**src/rtl/core/tkft_pkg.sv**
```systemverilog
// Shared constants and types for the top-k frequency tracker.
// Used by the top level; depends on nothing.
`default_nettype none

package tkft_pkg;

    localparam int MAX_SLOTS    = 16;
    localparam int REPORT_LIMIT = 16;
    localparam int IDX_W        = (MAX_SLOTS > 1) ? $clog2(MAX_SLOTS) : 1;
    localparam int CNT_W        = $clog2(MAX_SLOTS + 1);

    localparam int ID_W         = 16;
    localparam int COUNT_W      = 32;
    localparam int RANK_W       = 4;
    localparam int CFG_W        = 5;
    localparam int ENTRY_W      = ID_W + COUNT_W;

    localparam int IN_TDATA_W   = ((ID_W + COUNT_W + 7) / 8) * 8;
    localparam int OUT_FIELDS_W = ID_W + COUNT_W + RANK_W;
    localparam int OUT_TDATA_W  = ((OUT_FIELDS_W + 7) / 8) * 8;
    localparam int OUT_PAD_W    = OUT_TDATA_W - OUT_FIELDS_W;
    localparam int IN_PAD_W     = IN_TDATA_W - ENTRY_W;

    localparam logic KIND_OFFER  = 1'b0;
    localparam logic KIND_REPORT = 1'b1;

    typedef enum logic [3:0] {
        ST_IDLE   = 4'b0001,
        ST_SCAN   = 4'b0010,
        ST_DECIDE = 4'b0100,
        ST_EMIT   = 4'b1000
    } state_t;

endpackage

`default_nettype wire

```
**src/rtl/core/top_k_frequency_tracker_unit.sv**
```systemverilog
// Top level of the top-k frequency tracker: control sequencer, shared comparator
// and output register. Depends on tkft_pkg and tkft_ram.
//
// Usage: words arrive on the s_ channel. s_tuser selects the kind: an offer
// carries an entry id and its count, a report asks for the ranking. An offer
// is appended while fewer than k slots are filled; once full, the first slot
// with the smallest count among slots 0 to k-1 is replaced when the new count
// is strictly larger. A report sends every filled entry on the m_ channel in
// descending count order, ties to the lower slot, with tlast on the final word.
// k is set through the cfg_ port, which is always ready; the user must write
// it only while idle, as the block does not enforce this. An append finishes
// in the idle state. An offer to a full table walks the slot RAM read port once
// with the single comparator, then decides. A report walks the table once per
// rank, loading the output register after each walk.
// s_tready is high only when the sequencer is idle. When the receiver stalls,
// the finished word waits in the output register and the walk for the next
// rank continues; the sequencer holds before loading until that word is taken.
// Reset (synchronous, active low) empties the table and sets k to 16.
`default_nettype none

module top_k_frequency_tracker_unit
    import tkft_pkg::*;
(
    input  wire logic                   aclk,
    input  wire logic                   aresetn,

    input  wire logic                   s_tvalid,
    output logic                        s_tready,
    input  wire logic [IN_TDATA_W-1:0]  s_tdata,  // entry_id, entry_count
    input  wire logic                   s_tuser,  // kind

    output logic                        m_tvalid,
    input  wire logic                   m_tready,
    output logic      [OUT_TDATA_W-1:0] m_tdata,  // out_id, out_count, out_rank
    output logic                        m_tlast,  // out_last

    input  wire logic                   cfg_valid,
    output logic                        cfg_ready,
    input  wire logic [CFG_W-1:0]       cfg_data   // slots_in_use
);

    state_t state_reg, state_next;

    logic [CFG_W-1:0]       cfg_reg;
    logic [CNT_W-1:0]       filled_reg, filled_next;
    logic                   kind_reg, kind_next;
    logic [ID_W-1:0]        in_id_reg, in_id_next;
    logic [COUNT_W-1:0]     in_cnt_reg, in_cnt_next;
    logic [CNT_W-1:0]       limit_reg, limit_next;
    logic [CNT_W-1:0]       issue_reg, issue_next;
    logic                   cmp_vld_reg, cmp_vld_next;
    logic [IDX_W-1:0]       cmp_idx_reg, cmp_idx_next;
    logic [IDX_W-1:0]       min_idx_reg, min_idx_next;
    logic [COUNT_W-1:0]     min_cnt_reg, min_cnt_next;
    logic                   best_found_reg, best_found_next;
    logic [IDX_W-1:0]       best_idx_reg, best_idx_next;
    logic [COUNT_W-1:0]     best_cnt_reg, best_cnt_next;
    logic [ID_W-1:0]        best_id_reg, best_id_next;
    logic [MAX_SLOTS-1:0]   used_reg, used_next;
    logic [CNT_W-1:0]       rank_reg, rank_next;
    logic [CNT_W-1:0]       emit_reg, emit_next;
    logic                   m_tvalid_reg, m_tvalid_next;
    logic [OUT_TDATA_W-1:0] m_tdata_reg, m_tdata_next;
    logic                   m_tlast_reg, m_tlast_next;

    logic                   s_fire;
    logic [CNT_W-1:0]       k_act;
    logic                   wr_en;
    logic [IDX_W-1:0]       wr_addr;
    logic [ENTRY_W-1:0]     wr_data;
    logic [ENTRY_W-1:0]     rd_data;
    logic [ID_W-1:0]        rd_id;
    logic [COUNT_W-1:0]     rd_cnt;
    logic [COUNT_W-1:0]     cmp_a;
    logic [COUNT_W-1:0]     cmp_b;
    logic                   cmp_lt;
    logic                   issuing;
    logic                   scan_last;
    logic                   out_free;

    tkft_ram #(
        .WIDTH (ENTRY_W),
        .DEPTH (MAX_SLOTS)
    ) u_slot_ram (
        .aclk    (aclk),
        .wr_en   (wr_en),
        .wr_addr (wr_addr),
        .wr_data (wr_data),
        .rd_addr (issue_reg[IDX_W-1:0]),
        .rd_data (rd_data)
    );

    assign rd_id     = rd_data[ID_W-1:0];
    assign rd_cnt    = rd_data[ENTRY_W-1:ID_W];
    assign s_tready  = (state_reg == ST_IDLE);
    assign s_fire    = s_tvalid && s_tready;
    assign cfg_ready = 1'b1;
    assign m_tvalid  = m_tvalid_reg;
    assign m_tdata   = m_tdata_reg;
    assign m_tlast   = m_tlast_reg;
    assign k_act     = (int'(cfg_reg) > MAX_SLOTS) ? CNT_W'(MAX_SLOTS) : CNT_W'(cfg_reg);
    assign issuing   = (state_reg == ST_SCAN) && (issue_reg < limit_reg);
    assign scan_last = cmp_vld_reg && ((CNT_W'(cmp_idx_reg) + 1'b1) == limit_reg);
    assign out_free  = !m_tvalid_reg || m_tready;

    // The one comparator of the block; operands follow the current step.
    always_comb begin
        unique case (state_reg)
            ST_DECIDE: begin
                cmp_a = min_cnt_reg;
                cmp_b = in_cnt_reg;
            end
            ST_SCAN: begin
                if (kind_reg == KIND_OFFER) begin
                    cmp_a = rd_cnt;
                    cmp_b = min_cnt_reg;
                end else begin
                    cmp_a = best_cnt_reg;
                    cmp_b = rd_cnt;
                end
            end
            default: begin
                cmp_a = min_cnt_reg;
                cmp_b = in_cnt_reg;
            end
        endcase
        cmp_lt = (cmp_a < cmp_b);
    end

    always_comb begin
        state_next      = state_reg;
        filled_next     = filled_reg;
        kind_next       = kind_reg;
        in_id_next      = in_id_reg;
        in_cnt_next     = in_cnt_reg;
        limit_next      = limit_reg;
        issue_next      = issue_reg;
        cmp_vld_next    = 1'b0;
        cmp_idx_next    = cmp_idx_reg;
        min_idx_next    = min_idx_reg;
        min_cnt_next    = min_cnt_reg;
        best_found_next = best_found_reg;
        best_idx_next   = best_idx_reg;
        best_cnt_next   = best_cnt_reg;
        best_id_next    = best_id_reg;
        used_next       = used_reg;
        rank_next       = rank_reg;
        emit_next       = emit_reg;
        m_tvalid_next   = m_tvalid_reg && !m_tready;
        m_tdata_next    = m_tdata_reg;
        m_tlast_next    = m_tlast_reg;
        wr_en           = 1'b0;
        wr_addr         = filled_reg[IDX_W-1:0];
        wr_data         = s_tdata[ENTRY_W-1:0];

        unique case (state_reg)
            ST_IDLE: begin
                if (s_fire) begin
                    kind_next   = s_tuser;
                    in_id_next  = s_tdata[ID_W-1:0];
                    in_cnt_next = s_tdata[ENTRY_W-1:ID_W];
                    issue_next  = '0;
                    if (s_tuser == KIND_OFFER) begin
                        if (k_act != '0) begin
                            if (filled_reg < k_act) begin
                                wr_en       = 1'b1;
                                filled_next = filled_reg + 1'b1;
                            end else begin
                                limit_next = k_act;
                                state_next = ST_SCAN;
                            end
                        end
                    end else if (filled_reg != '0) begin
                        limit_next      = filled_reg;
                        emit_next       = (int'(filled_reg) > REPORT_LIMIT) ?
                                          CNT_W'(REPORT_LIMIT) : filled_reg;
                        rank_next       = '0;
                        used_next       = '0;
                        best_found_next = 1'b0;
                        state_next      = ST_SCAN;
                    end
                end
            end
            ST_SCAN: begin
                if (issuing) begin
                    issue_next   = issue_reg + 1'b1;
                    cmp_vld_next = 1'b1;
                    cmp_idx_next = issue_reg[IDX_W-1:0];
                end
                if (cmp_vld_reg) begin
                    if (kind_reg == KIND_OFFER) begin
                        if (cmp_idx_reg == '0 || cmp_lt) begin
                            min_idx_next = cmp_idx_reg;
                            min_cnt_next = rd_cnt;
                        end
                    end else if (!used_reg[cmp_idx_reg] && (!best_found_reg || cmp_lt)) begin
                        best_found_next = 1'b1;
                        best_idx_next   = cmp_idx_reg;
                        best_cnt_next   = rd_cnt;
                        best_id_next    = rd_id;
                    end
                    if (scan_last) begin
                        state_next = (kind_reg == KIND_OFFER) ? ST_DECIDE : ST_EMIT;
                    end
                end
            end
            ST_DECIDE: begin
                if (cmp_lt) begin
                    wr_en   = 1'b1;
                    wr_addr = min_idx_reg;
                    wr_data = {in_cnt_reg, in_id_reg};
                end
                state_next = ST_IDLE;
            end
            ST_EMIT: begin
                if (out_free) begin
                    m_tvalid_next           = 1'b1;
                    m_tdata_next            = {{OUT_PAD_W{1'b0}}, RANK_W'(rank_reg),
                                               best_cnt_reg, best_id_reg};
                    m_tlast_next            = (rank_reg + 1'b1) == emit_reg;
                    used_next[best_idx_reg] = 1'b1;
                    if ((rank_reg + 1'b1) == emit_reg) begin
                        state_next = ST_IDLE;
                    end else begin
                        rank_next       = rank_reg + 1'b1;
                        issue_next      = '0;
                        best_found_next = 1'b0;
                        state_next      = ST_SCAN;
                    end
                end
            end
            default: begin
                state_next = ST_IDLE;
            end
        endcase
    end

    always_ff @(posedge aclk) begin
        if (!aresetn) begin
            state_reg    <= ST_IDLE;
            cfg_reg      <= CFG_W'(MAX_SLOTS);
            filled_reg   <= '0;
            cmp_vld_reg  <= 1'b0;
            m_tvalid_reg <= 1'b0;
        end else begin
            state_reg    <= state_next;
            filled_reg   <= filled_next;
            cmp_vld_reg  <= cmp_vld_next;
            m_tvalid_reg <= m_tvalid_next;
            if (cfg_valid && cfg_ready) begin
                cfg_reg <= cfg_data;
            end
        end
    end

    always_ff @(posedge aclk) begin
        kind_reg       <= kind_next;
        in_id_reg      <= in_id_next;
        in_cnt_reg     <= in_cnt_next;
        limit_reg      <= limit_next;
        issue_reg      <= issue_next;
        cmp_idx_reg    <= cmp_idx_next;
        min_idx_reg    <= min_idx_next;
        min_cnt_reg    <= min_cnt_next;
        best_found_reg <= best_found_next;
        best_idx_reg   <= best_idx_next;
        best_cnt_reg   <= best_cnt_next;
        best_id_reg    <= best_id_next;
        used_reg       <= used_next;
        rank_reg       <= rank_next;
        emit_reg       <= emit_next;
        m_tdata_reg    <= m_tdata_next;
        m_tlast_reg    <= m_tlast_next;
    end

    a_filled_bound: assert property (@(posedge aclk) disable iff (!aresetn)
        int'(filled_reg) <= MAX_SLOTS)
        else $error("fill count exceeds table depth");

    a_no_write_in_scan: assert property (@(posedge aclk) disable iff (!aresetn)
        (state_reg == ST_SCAN) |-> !wr_en)
        else $error("slot RAM written during a table walk");

    a_load_from_emit: assert property (@(posedge aclk) disable iff (!aresetn)
        $rose(m_tvalid_reg) |-> $past(state_reg == ST_EMIT))
        else $error("output word loaded outside the emit step");

    a_cmp_in_range: assert property (@(posedge aclk) disable iff (!aresetn)
        cmp_vld_reg |-> (CNT_W'(cmp_idx_reg) < limit_reg))
        else $error("compare index beyond the walk limit");

endmodule

`default_nettype wire

```
**src/rtl/core/tkft_ram.sv**
```systemverilog
// Generic single-write, single-read RAM with a registered read port.
// Holds the slot table; depends on nothing.
`default_nettype none

module tkft_ram #(
    parameter int WIDTH = 8,
    parameter int DEPTH = 16
) (
    input  wire logic                     aclk,
    input  wire logic                     wr_en,
    input  wire logic [((DEPTH > 1) ? $clog2(DEPTH) : 1)-1:0] wr_addr,
    input  wire logic [WIDTH-1:0]         wr_data,
    input  wire logic [((DEPTH > 1) ? $clog2(DEPTH) : 1)-1:0] rd_addr,
    output logic      [WIDTH-1:0]         rd_data
);

    logic [WIDTH-1:0] mem_reg [DEPTH];

    always_ff @(posedge aclk) begin
        if (wr_en) begin
            mem_reg[wr_addr] <= wr_data;
        end
        rd_data <= mem_reg[rd_addr];
    end

endmodule

`default_nettype wire
```
**config.mk**
```make
export PLATFORM = sky130hd
export DESIGN_NAME = top_k_frequency_tracker_unit
export DESIGN_NICKNAME = d
export VERILOG_FILES = /design/src/rtl/core/tkft_pkg.sv /design/src/rtl/core/top_k_frequency_tracker_unit.sv /design/src/rtl/core/tkft_ram.sv
export SDC_FILE = /design/constraint.sdc
export NUM_CORES = 1
export LEC_CHECK = 0
export ABC_CLOCK_PERIOD_IN_PS = 9400
export BUFFER_PORTS_ARGS = -buffer_cell sky130_fd_sc_hd__buf_2
export CAP_MARGIN = 25
export CORE_MARGIN = 2
export CORE_UTILIZATION = 62
export CTS_CLUSTER_DIAMETER = 80
export DETAILED_ROUTE_END_ITERATION = 12
export PLACE_DENSITY = 0.79
export SYNTH_ARGS = -nofsm -noshare
export SYNTH_HDL_FRONTEND = slang
export SYNTH_SLANG_ARGS = --single-unit
```
**constraint.sdc**
```tcl
create_clock -name aclk -period 9.4 [get_ports aclk]
set_input_delay 1.41 -clock aclk [delete_from_list [all_inputs] [get_ports aclk]]
set_output_delay 1.41 -clock aclk [all_outputs]
set_load 0.02 [all_outputs]
```
==> reports/results.txt, run 1 <==
outcome: finished, final reports clean
H-Tree Depth: 3
highest routed layer: met5
RSZ-0062 raised after global routing: no
Worst EP arrival: 6.54 ns
Synthesis Warnings: 0
Fillers: 3781
die width: 263 µm
Reg power frac: 47.3%
post-cts resize count: 0
DR WL met2: 46800 µm
die height: 263 µm
post-CTS setup buffers: 0
setup TNS after final layout: 0 ns
CTS tree: done
worst min path class: reg2reg
Hold Worst Slack: 0.400 ns
Setup Viol. Count Final: 0
I/O pin count: 119
GRT overflow: 0
core area: 0.0660 mm²
Nets: 2252
dpl ws: 3.24 ns
vias in the first global route: 20971
combinational power share: 19.5%
Setup crit end kind: flip-flop
Mean Syn Cell Area: 20.8 µm²
Clk pwr share: 33.1%
fraction of the cycle the final worst path needs: 66.4%
Final WS setup: 3.16 ns
DRC viols: 0
Worst Clk Skew: 0.0246 ns
top post-synthesis cells by area: edfxtp_1, mux4_2, dfxtp_1
GPL Wtd Cong: 0.882
Clock transition at path regs: 0.06 ns
std cell rows: 94
relative max-transition margin: 27.6%
Reg area: 0.0313 mm²
CTS Buffer Depth: 3
critical path startpoint category: flip-flop
Vias/cell: 6.54
Yosys top cell by area: edfxtp_1
cells on worst reg2reg path: 14
Peak VDD IR: 0.000208 V
CP Data Required Time: 9.69 ns
Max Cap Violations: 0
FMAX: 0.160 GHz
drt pass-1 iters: 7
switching power of the nets: 3.10 mW
total clock sinks: 1063
clk_lat worst skew: 0.67 ns
layout cells sized above 1: 27.2%
FF+latch count, synth: 1063
largest net degree at the start of global routing: 99
EDFF count, synth: 999
global-route wire length before repair: 136000 µm
hold_buf cts: 0
hpwl dp: 48600 µm
Pleak: 15.4 nW
Final min period: 6.24 ns
die area: 0.0689 mm²
met1 WL: 35800 µm
Primary FF master, synth: edfxtp_1
most frequent cell after synthesis: edfxtp_1
Synth cell types: 56
CP Max Fanout: 97
routed wire length: 91500 µm
Yosys top cell area share: 72.4%
Slew @ Worst Pin: 1.09 ns
sequential area share after synthesis: 75.5%
internal power: 9.02 mW
Final Hold Viols: 0
Gate Count Post-Synth: 1992
GRT Resource Usage Total: 26.9%
initial antenna violation count: 2
synth cell count leaders: edfxtp_1, mux4_2, nor2_1
max reg flops: 768
Starting Density: 62.8%
Async S/R FF share, synth: 0%
multi-input combinational cell area: 0.00993 mm²
vias: 20269
Routed wire per std cell: 29.5 µm
synthesized area: 0.0414 mm²
Port Buffer Count: 113
DR WL met3: 6840 µm
root buffer cell: clkbuf_16
CTS buffer count: 102
starting DRC count in detailed routing: 2517
PD cells: 260 mW/mm²
antenna-violating nets left: 0
Overall Power: 12.1 mW
Crit Path Class: reg2reg
Slew Limit Fails: 0
post-layout util: 70.6%
switching share of power: 25.6%
Syn-to-layout area delta: 12.4%
Worst Hold Depth: 0
==> layout make-up <==
class | count | area share [%]
flip-flops and latches | 1063 | 67.1
multi-input cells | 814 | 21.3
clock buffers | 148 | 6.05
well taps | 864 | 2.32
repair buffers | 152 | 2.04
clock inverters | 42 | 0.986
inverters | 15 | 0.148
diodes | 1 | 0.00537
==> cells in the final DEF, fill, tap and decap left out, types with 12 or more instances in the layout <==
cell       synthesis  routed
mux2i_1           67      67
a21oi_1           56      56
dfxtp_1           64      64
o21ai_0           57      52
edfxtp_1         999     999
buf_4              6      34
mux2_4            44      44
nand2_1           59      59
buf_2              0     113
nor2_1            78      76
clkinv_1           1      19
ha_1              45      45
clkbuf_1          72      39
nor2b_1           15      15
clkbuf_16          0     104
inv_1             13      12
mux4_2           244     244
==> cell families after synthesis <==
| logic type | share of synthesized area, % |
|---|---|
| other | 0.0181 |
| AO/OA/AOI/OAI | 2.40 |
| XOR/XNOR | 0.402 |
| buffers and inverters | 1.28 |
| multiplexers | 16.6 |
| adder cells (fa/ha/maj) | 1.36 |
| AND/OR/NAND/NOR | 2.45 |
| flip-flops | 75.5 |
==> worst max-delay path, stage by stage, from the launching register on <==
cell and delay (ns):
dfxtp_1 0.35, or4b_4 0.77, buf_4 0.45, nor2_1 0.20, a21oi_1 0.06, ha_1 0.35
a21oi_1 0.19, o21a_1 0.14, a2bb2oi_1 0.20, o211ai_1 0.20, a211oi_2 0.43, nand4b_1 0.20
buf_4 0.45, o32ai_4 1.04, buf_4 0.67
==> worst paths after layout <==
| path | startpoint | end | slack (ns) |
|---|---|---|---|
| min reg2reg | u_slot_ram.rd_data[15] | best_id_reg[15] | 0.40 |
| max reg2reg | state_reg[3] | u_slot_ram.mem_reg[9][2] | 3.16 |
| max | state_reg[3] | u_slot_ram.mem_reg[9][2] | 3.16 |
| min | u_slot_ram.rd_data[15] | best_id_reg[15] | 0.40 |
==> power by group through the flow <==
stage	registers [mW]	logic, mW	clock network, mW
detailed placement	5.82	2.33	0
floorplan	5.70	1.79	0
finish	5.73	2.37	4.01
global route	5.75	2.52	4.22
global placement	5.80	2.27	0
CTS	5.72	2.38	4.06
==> routing by layer <==
layer / global-route usage (%) / vias up
met5: 0 / -
met4: 7.16 / 2
met3: 3.86 / 157
met2: 45.0 / 973
met1: 37.8 / 10662
li1: - / 8475
==> metrics by stage <==
| stage | cell area, µm² | instances |
|---|---|---|
| detailed placement | 43300 | 2907 |
| floorplan | 41500 | 1995 |
| global route | 46600 | 3098 |
| finish | 46600 | 3099 |
| global placement | 43200 | 2904 |
| CTS | 46600 | 3097 |
(Power assumes the default switching activity.)
==> inputs of run 2 (changes only) <==
Settings changed: ABC_CLOCK_PERIOD_IN_PS 9400 to 6000.
Clock period 9.4 ns to 6 ns, I/O delays scaled along.
==> reports/results.txt, run 2 (same netlist as run 1, synthesis figures left out) <==
setup TNS after final layout: 0 ns
ant diodes: 0
post-CTS setup buffers: 0
die width: 263 µm
worst min path class: reg2reg
min-delay src: u_slot_ram.rd_data[3]
vias in the first global route: 21082
total clock sinks: 1063
die area: 0.0689 mm²
vias: 20581
die height: 263 µm
initial antenna violation count: 4
Nets: 2257
Slew @ Worst Pin: 1.14 ns
Setup crit end kind: flip-flop
CTS buffer count: 103
Overall Power: 19.6 mW
starting DRC count in detailed routing: 2611
Pleak: 15.6 nW
drt pass-1 iters: 5
global-route wire length before repair: 139000 µm
clk_lat worst skew: 0.67 ns
post-cts resize count: 0
Worst Clk Skew: 0.0244 ns
CP Data Required Time: 6.28 ns
H-Tree Depth: 3
Slowest-stage cell, CP: or4b_4
most common cell after layout, fill and taps aside: edfxtp_1
CP Launch Point: state_reg[3]
Post-DP Area: 0.0434 mm²
PD cells: 416 mW/mm²
Starting Density: 62.8%
Clock transition at path regs: 0.06 ns
FMAX: 0.193 GHz
Routed wire per std cell: 30.5 µm
post-route cell area: 0.0470 mm²
Syn-to-layout area delta: 13.5%
hold_buf cts: 0
critical path startpoint category: flip-flop
hpwl dp: 48900 µm
root buffer cell: clkbuf_16
Peak VDD IR: 0.000326 V
CTS tree: done
CTS Buffer Depth: 3
antenna-violating nets left: 0
reg2reg start: state_reg[3]
most frequent cells in the layout: edfxtp_1, mux4_2, buf_2
outcome: finished, final reports clean
largest net degree at the start of global routing: 110
GRT Resource Usage Total: 27.9%
placed instance count: 2912
std cell rows: 94
most used cell, CP: buf_4
Final min period: 5.17 ns
core area: 0.0660 mm²
Vias/cell: 6.63
Slew Limit Fails: 0
fraction of the cycle the final worst path needs: 86.2%
routed wire length: 94700 µm
GPL Wtd Cong: 0.851
Max Cap Violations: 0
Crit path max-delay family: compound AO/OA/AOI/OAI gates
CP peak stage delay: 0.88 ns
post-route insts no fill: 3105
DRC viols: 0
Worst EP arrival: 5.45 ns
Setup Viol. Count Final: 0
I/O pin count: 119
Crit Path Class: reg2reg
Port Buffer Count: 113
crit-path cells: or4b_4 > buf_4 > nor2_1 > a21oi_1 > ha_1 > a211oi_1 > o21ai_0 > a311oi_1 > o22ai_1 > a211oi_2 > nand4b_1 > buf_12 > o32ai_4 > buf_4
GRT overflow: 0
layout cells sized above 1: 28.7%
Final Hold Viols: 0
max reg flops: 768
RSZ-0062 raised after global routing: no
CP Max Fanout: 94
Buf/Inv on CP: 3
relative max-transition margin: 24.1%
## run 2: area by class of cell
type / count / area [µm²]
sequential: 1063 / 31300
fill: 3758 / 19000
multi-input combinational: 814 / 9940
clock buffer: 136 / 2820
tap: 864 / 1080
timing repair buffer: 156 / 1050
clock inverter: 57 / 778
inverter: 15 / 68.8
## run 2: worst paths after layout
kind	to	slack, ns	cells past startpoint
setup / recovery	u_slot_ram.mem_reg[5][15]	0.83	14
hold / removal	best_id_reg[3]	0.40	0
setup reg to reg	u_slot_ram.mem_reg[5][15]	0.83	14
hold reg to reg	best_id_reg[3]	0.40	0
## run 2: worst register-to-register path: stages (launching register included)
cell	delay, ns
dfxtp_1	0.34
or4b_4	0.88
buf_4	0.36
nor2_1	0.14
a21oi_1	0.06
ha_1	0.25
a211oi_1	0.23
o21ai_0	0.12
a311oi_1	0.35
o22ai_1	0.15
a211oi_2	0.33
nand4b_1	0.21
buf_12	0.30
o32ai_4	0.40
buf_4	0.64
## run 2: routing by layer
layer	part of all wire [%]	track usage, %
met3	9.5	6.12
met2	50	45.4
met5	0.038	0
met1	38	38.3
met4	2.6	8.95
## run 2: power by group
group	internal (mW)	total [mW]	switching [mW]
combinational	1.87	3.73	1.86
sequential	8.62	9.01	0.383
clock	4.10	6.85	2.75
total	14.6	19.6	5.00
## run 2: metrics by stage
stage | hold WS (ns) | setup WS [ns] | util [%]
2_1_floorplan | 0.386 | -1.47 | -
3_3_place_gp | 0.390 | 1.04 | 65.8
3_5_place_dp | 0.390 | 0.951 | 65.8
4_1_cts | 0.400 | 0.887 | 71.3
5_1_grt | 0.411 | 0.617 | 71.3
6_report | 0.405 | 0.830 | 71.3
